[src/design/fmt_pkg.sv]
// Package for the truncating float32 multiplier.
// Holds field widths, special codes and the per-cell sideband struct.
package fmt_pkg;
	localparam int SIG_W    = 24;
	localparam int PROD_W   = 48;
	localparam int NCELL    = 4;
	localparam int DIGIT_W  = SIG_W / NCELL;
	localparam logic [31:0] INF_CODE = 32'h7F80_0000;
	localparam logic [31:0] NAN_CODE = 32'h7F80_0001;
	localparam logic [7:0]  EXP_ALL  = 8'hFF;
	localparam logic [9:0]  EXP_BIAS = 10'd127;

	typedef struct packed {
		logic        vld;
		logic        spec;
		logic [31:0] spec_val;
		logic        sign;
		logic [9:0]  exp;
	} side_t;
endpackage

[src/design/fmt_if.sv]
// Valid/ready channel carrying one 32-bit item.
// Depends on nothing.
interface fmt_stream_if;
	logic        valid;
	logic        ready;
	logic [31:0] data;
	modport source (output valid, output data, input ready);
	modport sink (input valid, input data, output ready);
endinterface

interface fmt_pair_if;
	logic        valid;
	logic        ready;
	logic [31:0] operand_a;
	logic [31:0] operand_b;
	modport source (output valid, output operand_a, output operand_b, input ready);
	modport sink (input valid, input operand_a, input operand_b, output ready);
endinterface

[src/design/fmt_cell.sv]
// One multiply cell: adds one 6-bit digit of B times A to the running product.
// Depends on fmt_pkg.
module fmt_cell import fmt_pkg::*; (
	input  logic                clk,
	input  logic                arst_n,
	input  logic                en,
	input  side_t               side_in,
	input  logic [SIG_W-1:0]    siga_in,
	input  logic [SIG_W-1:0]    sigb_in,
	input  logic [PROD_W-1:0]   acc_in,
	input  logic [1:0]          idx,
	output side_t               side_q,
	output logic [SIG_W-1:0]    siga_q,
	output logic [SIG_W-1:0]    sigb_q,
	output logic [PROD_W-1:0]   acc_q
);
	logic [DIGIT_W-1:0]        digit;
	logic [SIG_W+DIGIT_W-1:0]  part;
	logic [PROD_W-1:0]         part_sh;

	assign digit   = sigb_in[idx*DIGIT_W +: DIGIT_W];
	assign part    = siga_in * digit;
	assign part_sh = {{(PROD_W-SIG_W-DIGIT_W){1'b0}}, part} << (idx*DIGIT_W);

	always_ff @(posedge clk or negedge arst_n) begin
		if (!arst_n) begin
			side_q <= '0;
		end else if (en) begin
			side_q <= side_in;
		end
	end

	always_ff @(posedge clk) begin
		if (en) begin
			siga_q          <= siga_in;
			sigb_q          <= sigb_in;
			acc_q           <= acc_in + part_sh;
		end
	end
endmodule

[src/design/float32_multiply_truncating_top.sv]
// Truncating float32 multiplier, top level; depends on fmt_pkg, fmt_if, fmt_cell.
// Pipeline: 6 register stages (decode, four 24x6 multiply cells, pack).
// Throughput: one item per cycle; the whole chain advances when the output
// register is empty or being taken.
// Reset: arst_n clears valid bits and sideband; datapath registers are not reset.
module float32_multiply_truncating_top import fmt_pkg::*; (
	input  logic       clk,
	input  logic       arst_n,
	fmt_pair_if.sink   in_ch,
	fmt_stream_if.source out_ch
);
	logic  adv;
	side_t side_s1;
	logic [SIG_W-1:0] siga_s1, sigb_s1;
	side_t side_c [NCELL+1];
	logic [SIG_W-1:0] siga_c [NCELL+1];
	logic [SIG_W-1:0] sigb_c [NCELL+1];
	logic [PROD_W-1:0] acc_c [NCELL+1];
	side_t dec;
	logic [7:0] ea, eb;
	logic [22:0] fa, fb;
	logic sgn;
	logic [PROD_W-1:0] prod;
	side_t last;
	logic top;
	logic [9:0] ex;
	logic [31:0] res;
	logic out_vld_q;
	logic [31:0] out_q;

	assign adv = !out_vld_q || out_ch.ready;
	assign in_ch.ready = adv;

	assign ea  = in_ch.operand_a[30:23];
	assign eb  = in_ch.operand_b[30:23];
	assign fa  = in_ch.operand_a[22:0];
	assign fb  = in_ch.operand_b[22:0];
	assign sgn = in_ch.operand_a[31] ^ in_ch.operand_b[31];

	always_comb begin
		dec.vld      = in_ch.valid;
		dec.sign     = sgn;
		dec.exp      = {2'b00, ea} + {2'b00, eb};
		dec.spec     = 1'b1;
		dec.spec_val = {sgn, 31'd0};
		if (ea == EXP_ALL) begin
			dec.spec_val = (fa == 23'd0 && eb != 8'd0) ? (INF_CODE | {sgn, 31'd0}) : NAN_CODE;
		end else if (eb == EXP_ALL) begin
			dec.spec_val = (fb == 23'd0 && ea != 8'd0) ? (INF_CODE | {sgn, 31'd0}) : NAN_CODE;
		end else if (ea != 8'd0 && eb != 8'd0) begin
			dec.spec = 1'b0;
		end
	end

	always_ff @(posedge clk or negedge arst_n) begin
		if (!arst_n) begin
			side_s1 <= '0;
		end else if (adv) begin
			side_s1 <= dec;
		end
	end

	always_ff @(posedge clk) begin
		if (adv) begin
			siga_s1          <= {1'b1, fa};
			sigb_s1          <= {1'b1, fb};
		end
	end

	assign side_c[0] = side_s1;
	assign siga_c[0] = siga_s1;
	assign sigb_c[0] = sigb_s1;
	assign acc_c[0]  = '0;

	for (genvar i = 0; i < NCELL; i++) begin : g_cell
		fmt_cell u_cell (
			.clk     (clk),
			.arst_n  (arst_n),
			.en      (adv),
			.side_in (side_c[i]),
			.siga_in (siga_c[i]),
			.sigb_in (sigb_c[i]),
			.acc_in  (acc_c[i]),
			.idx     (2'(i)),
			.side_q  (side_c[i+1]),
			.siga_q  (siga_c[i+1]),
			.sigb_q  (sigb_c[i+1]),
			.acc_q   (acc_c[i+1])
		);
	end

	assign last = side_c[NCELL];
	assign prod = acc_c[NCELL];
	assign top  = prod[PROD_W-1];
	assign ex   = last.exp - EXP_BIAS + {9'd0, top};

	always_comb begin
		if (last.spec) begin
			res = last.spec_val;
		end else if (ex[9] || ex == 10'd0) begin
			res = {last.sign, 31'd0};
		end else if (ex >= {2'b00, EXP_ALL}) begin
			res = INF_CODE | {last.sign, 31'd0};
		end else begin
			res = {last.sign, ex[7:0],
				top ? prod[46:24] : prod[45:23]};
		end
	end

	always_ff @(posedge clk or negedge arst_n) begin
		if (!arst_n) begin
			out_vld_q <= 1'b0;
		end else if (adv) begin
			out_vld_q <= last.vld;
		end
	end

	always_ff @(posedge clk) begin
		if (adv) begin
			out_q <= res;
		end
	end

	assign out_ch.valid = out_vld_q;
	assign out_ch.data  = out_q;

	a_stall_hold: assert property (@(posedge clk) disable iff (!arst_n)
		out_vld_q && !out_ch.ready |=> out_vld_q && $stable(out_q))
		else $error("output item changed while stalled");
	a_ready: assert property (@(posedge clk) disable iff (!arst_n)
		!out_vld_q |-> in_ch.ready)
		else $error("input stalled with empty output");
	a_nan: assert property (@(posedge clk) disable iff (!arst_n)
		out_vld_q && out_q[30:23] == EXP_ALL && out_q[22:0] != 23'd0 |-> out_q == NAN_CODE)
		else $error("non-canonical NaN");
endmodule
[src/flat_wrapper.sv]
// flat-port wrapper written by rule: the top's interface ports become plain ports
module float32_multiply_truncating_top_flat import fmt_pkg::*;
  (clk, arst_n, in_ch_valid, in_ch_operand_a, in_ch_operand_b, in_ch_ready, out_ch_valid, out_ch_data, out_ch_ready);
  fmt_pair_if in_ch_i ();
  fmt_stream_if out_ch_i ();
  input  logic clk;
  input  logic arst_n;
  input wire logic [$bits(in_ch_i.valid)-1:0] in_ch_valid;
  input wire logic [$bits(in_ch_i.operand_a)-1:0] in_ch_operand_a;
  input wire logic [$bits(in_ch_i.operand_b)-1:0] in_ch_operand_b;
  output wire logic [$bits(in_ch_i.ready)-1:0] in_ch_ready;
  output wire logic [$bits(out_ch_i.valid)-1:0] out_ch_valid;
  output wire logic [$bits(out_ch_i.data)-1:0] out_ch_data;
  input wire logic [$bits(out_ch_i.ready)-1:0] out_ch_ready;
  assign in_ch_i.valid = in_ch_valid;
  assign in_ch_i.operand_a = in_ch_operand_a;
  assign in_ch_i.operand_b = in_ch_operand_b;
  assign in_ch_ready = in_ch_i.ready;
  assign out_ch_valid = out_ch_i.valid;
  assign out_ch_data = out_ch_i.data;
  assign out_ch_i.ready = out_ch_ready;
  float32_multiply_truncating_top u_core (.clk(clk), .arst_n(arst_n), .in_ch(in_ch_i), .out_ch(out_ch_i));
endmodule
[config.mk]
export PLATFORM = sky130hd
export DESIGN_NAME = float32_multiply_truncating_top_flat
export DESIGN_NICKNAME = d
export VERILOG_FILES = /design/src/design/fmt_pkg.sv /design/src/design/fmt_if.sv /design/src/design/fmt_cell.sv /design/src/design/float32_multiply_truncating_top.sv /design/src/flat_wrapper.sv
export SDC_FILE = /design/constraint.sdc
export NUM_CORES = 2
export LEC_CHECK = 0
export ABC_AREA = 0
export BUFFER_PORTS_ARGS = -buffer_cell sky130_fd_sc_hd__buf_2
export CAP_MARGIN = 0
export CORE_ASPECT_RATIO = 0.75
export CORE_MARGIN = 8
export CORE_UTILIZATION = 60
export DETAILED_ROUTE_END_ITERATION = 7
export GPL_TIMING_DRIVEN = 1
export PLACE_DENSITY_LB_ADDON = 0.12
export SYNTH_ARGS = -nofsm -noshare
export SYNTH_HDL_FRONTEND = slang
export SYNTH_HIERARCHICAL = 1
export SYNTH_SLANG_ARGS = --single-unit
[constraint.sdc]
create_clock -name clk -period 19.22 [get_ports clk]
set_input_delay 0.961 -clock clk [delete_from_list [all_inputs] [get_ports clk]]
set_output_delay 0.961 -clock clk [all_outputs]
set_load 0.01 [all_outputs]
==> flow_summary.yaml <==
place:
  place_congestion: 0.996
  dp_hpwl_mm: 114
  placed_area_sq_mm: 0.0577
  io_buffers: 101
critical_path:
  required_ns: 19.58
  cp_slowest_cell: "mux4_2"
  start_kind: "flip-flop"
  slowest_delay_ns: 0.72
  cp-end-kind: "flip-flop"
  critical_path_arrival_ns: 8.98
  cp_max_fo: 26
  setup.worst_path.class: "reg -> reg"
clock_network:
  post_cts_resized: 0
  path_clk_slew_ns: 0.06
  cts_tree: "built"
  cts_root_buffer: "clkbuf_16"
  htreeDepth: 2
  cts_setup_buffers: 0
  cts_buffers: 59
  hold_buffers: 0
  clock_sinks: 587
  clk-insertion-delay-late_ns: 0.66
  clk_path_buf_depth: 3
global_route:
  grt_pass1_wl_mm: 233
  grt_max_degree: 120
  grt.total_usage_pct: 27.9
  grt_pass1_vias: 41700
  antenna_found_initial: 3
  grt_overflow_total: 0
timing:
  period_share_pct: 44.8
  clock_skew_ns: 0.0524
  slew_violations: 0
  hold_viol_final: 0
  fin_crit_ns: 8.62
  max_freq_mhz: 116
  setup_tns_ns: 0
  rsz0062_at_grt: "no"
  setup_viol: 0
  slew_headroom_pct: 28.6
  worstMarginPinSlew_ns: 1.07
route:
  drc: 0
  wl_per_cell_microns: 20.5
  firstDrtPassIters: 6
  vias: 42500
  drt_wl_total_mm: 145
  avgViaCountPerCell: 6.01
  postRouteAntennaNets: 0
  drt_iter0_markers: 4177
die:
  rows: 97
  die-area_sq_mm: 0.104
  fp.dieH_microns: 281
  initial_core_util_pct: 60.4
  die_w_microns: 369
  ios: 102
  core_area_sq_mm: 0.0931
finish:
  design_area_sq_mm: 0.0597
  num-nets-final: 6587
  syn2layout_area_growth_pct: 6.16
  n_antenna_cell: 0
  drive_gt1_share_pct: 9.91
synth:
  synthCells: 5761
  yosysWarnings: 6
  synth_area_sq_mm: 0.0562
  avgSynthCellArea_sq_um: 9.76
flow_run:
  max-cap-violations: 0
worst_hold_path:
  hold_class: "in -> async"
outcome:
  status: "finished clean"
critical path: cells and delay by family (launching register included):
kind / cells / cell delay (ns)
fa+ha+maj: 5 / 2.33
xor+xnor: 2 / 0.36
buf+inv: 2 / 0.11
mux: 4 / 1.35
flops: 1 / 0.38
simple gates: 1 / 0.29
compound gates: 15 / 3.45
flip-flops by register name, summed over array words and instances, names as in the netlist:
name / flops
u_core/out_ch.valid: 1
u_core/out_ch.data: 32
u_core/sigb_s1: 23
u_core/g_cell.u_cell/side_q: 180
u_core/g_cell.u_cell/sigb_q: 72
u_core/siga_s1: 23
u_core/g_cell.u_cell/acc_q: 169
u_core/g_cell.u_cell/siga_q: 72
u_core/side_c: 15
per-layer routing:
layer  vias up  global-route usage, %  part of all wire [%]
met3       219                   2.69                   5.4
met2      1228                   45.8                    46
met1     21000                   39.9                    46
li1      20100                      -                     -
met5         -                      0                     0
met4         0                   7.28                   2.8
placed cells by master, fill, tap and decap left out, types with 26 or more instances in the layout:
master     instances
o21a_1            37
o21ai_0          188
o22ai_1           43
conb_1           127
xnor2_1          183
nand4_1           57
o21ai_2           26
inv_1            577
fa_1             361
dfrtp_1          196
nand3_1           87
xor2_1            77
a21oi_1          357
clkbuf_16         60
mux4_2            36
a21o_1           154
and2_1           570
a211oi_1          39
mux2_2           227
buf_2            100
nand2b_1          43
a31oi_1           48
nor2_1           311
o21ai_1           30
nor3_1            59
ha_1             358
edfxtp_1         391
and3_1            39
mux2i_1          152
o21bai_1          40
o211ai_1          28
nand2_1          356
nor2b_1           41
metrics by stage:
stage	utilization [%]	std cells	hold slack, ns	worst slack, ns
global placement	62.0	6976	0.423	10.84
CTS	64.1	7082	0.432	10.67
floorplan	-	5886	0.421	5.82
global route	64.1	7082	0.434	10.02
finish	64.1	7082	0.420	10.60
detailed placement	62.0	6976	0.430	10.73
layout make-up:
class / instances / area, sq um
inverters: 583 / 2200
well taps: 1237 / 1550
repair buffers: 112 / 597
clock inverters: 34 / 373
fillers: 7647 / 33400
clock buffers: 72 / 1600
multi-input cells: 4457 / 36700
flip-flops and latches: 587 / 16600
path summary, 6_finish.rpt:
check	start	end	slack, ns	cells after the start
worst max-delay path	u_core/g_cell[0].u_cell/sigb_q[6]	u_core/g_cell[1].u_cell/acc_q[46]	10.60	29
worst min-delay path	arst_n	u_core/g_cell[2].u_cell/side_q[44]	0.42	1
worst max register to register	u_core/g_cell[0].u_cell/sigb_q[6]	u_core/g_cell[1].u_cell/acc_q[46]	10.60	29
worst min register to register	u_core/g_cell[0].u_cell/sigb_q[7]	u_core/g_cell[1].u_cell/sigb_q[7]	0.43	0
max in group asynchronous	arst_n	u_core/g_cell[0].u_cell/side_q[23]	17.20	2
min in group clk	u_core/g_cell[0].u_cell/sigb_q[7]	u_core/g_cell[1].u_cell/sigb_q[7]	0.43	0
Power is left out: the tool's default activity adds up to more than one toggle a clock period on the data nets, which glitch-free logic cannot reach.
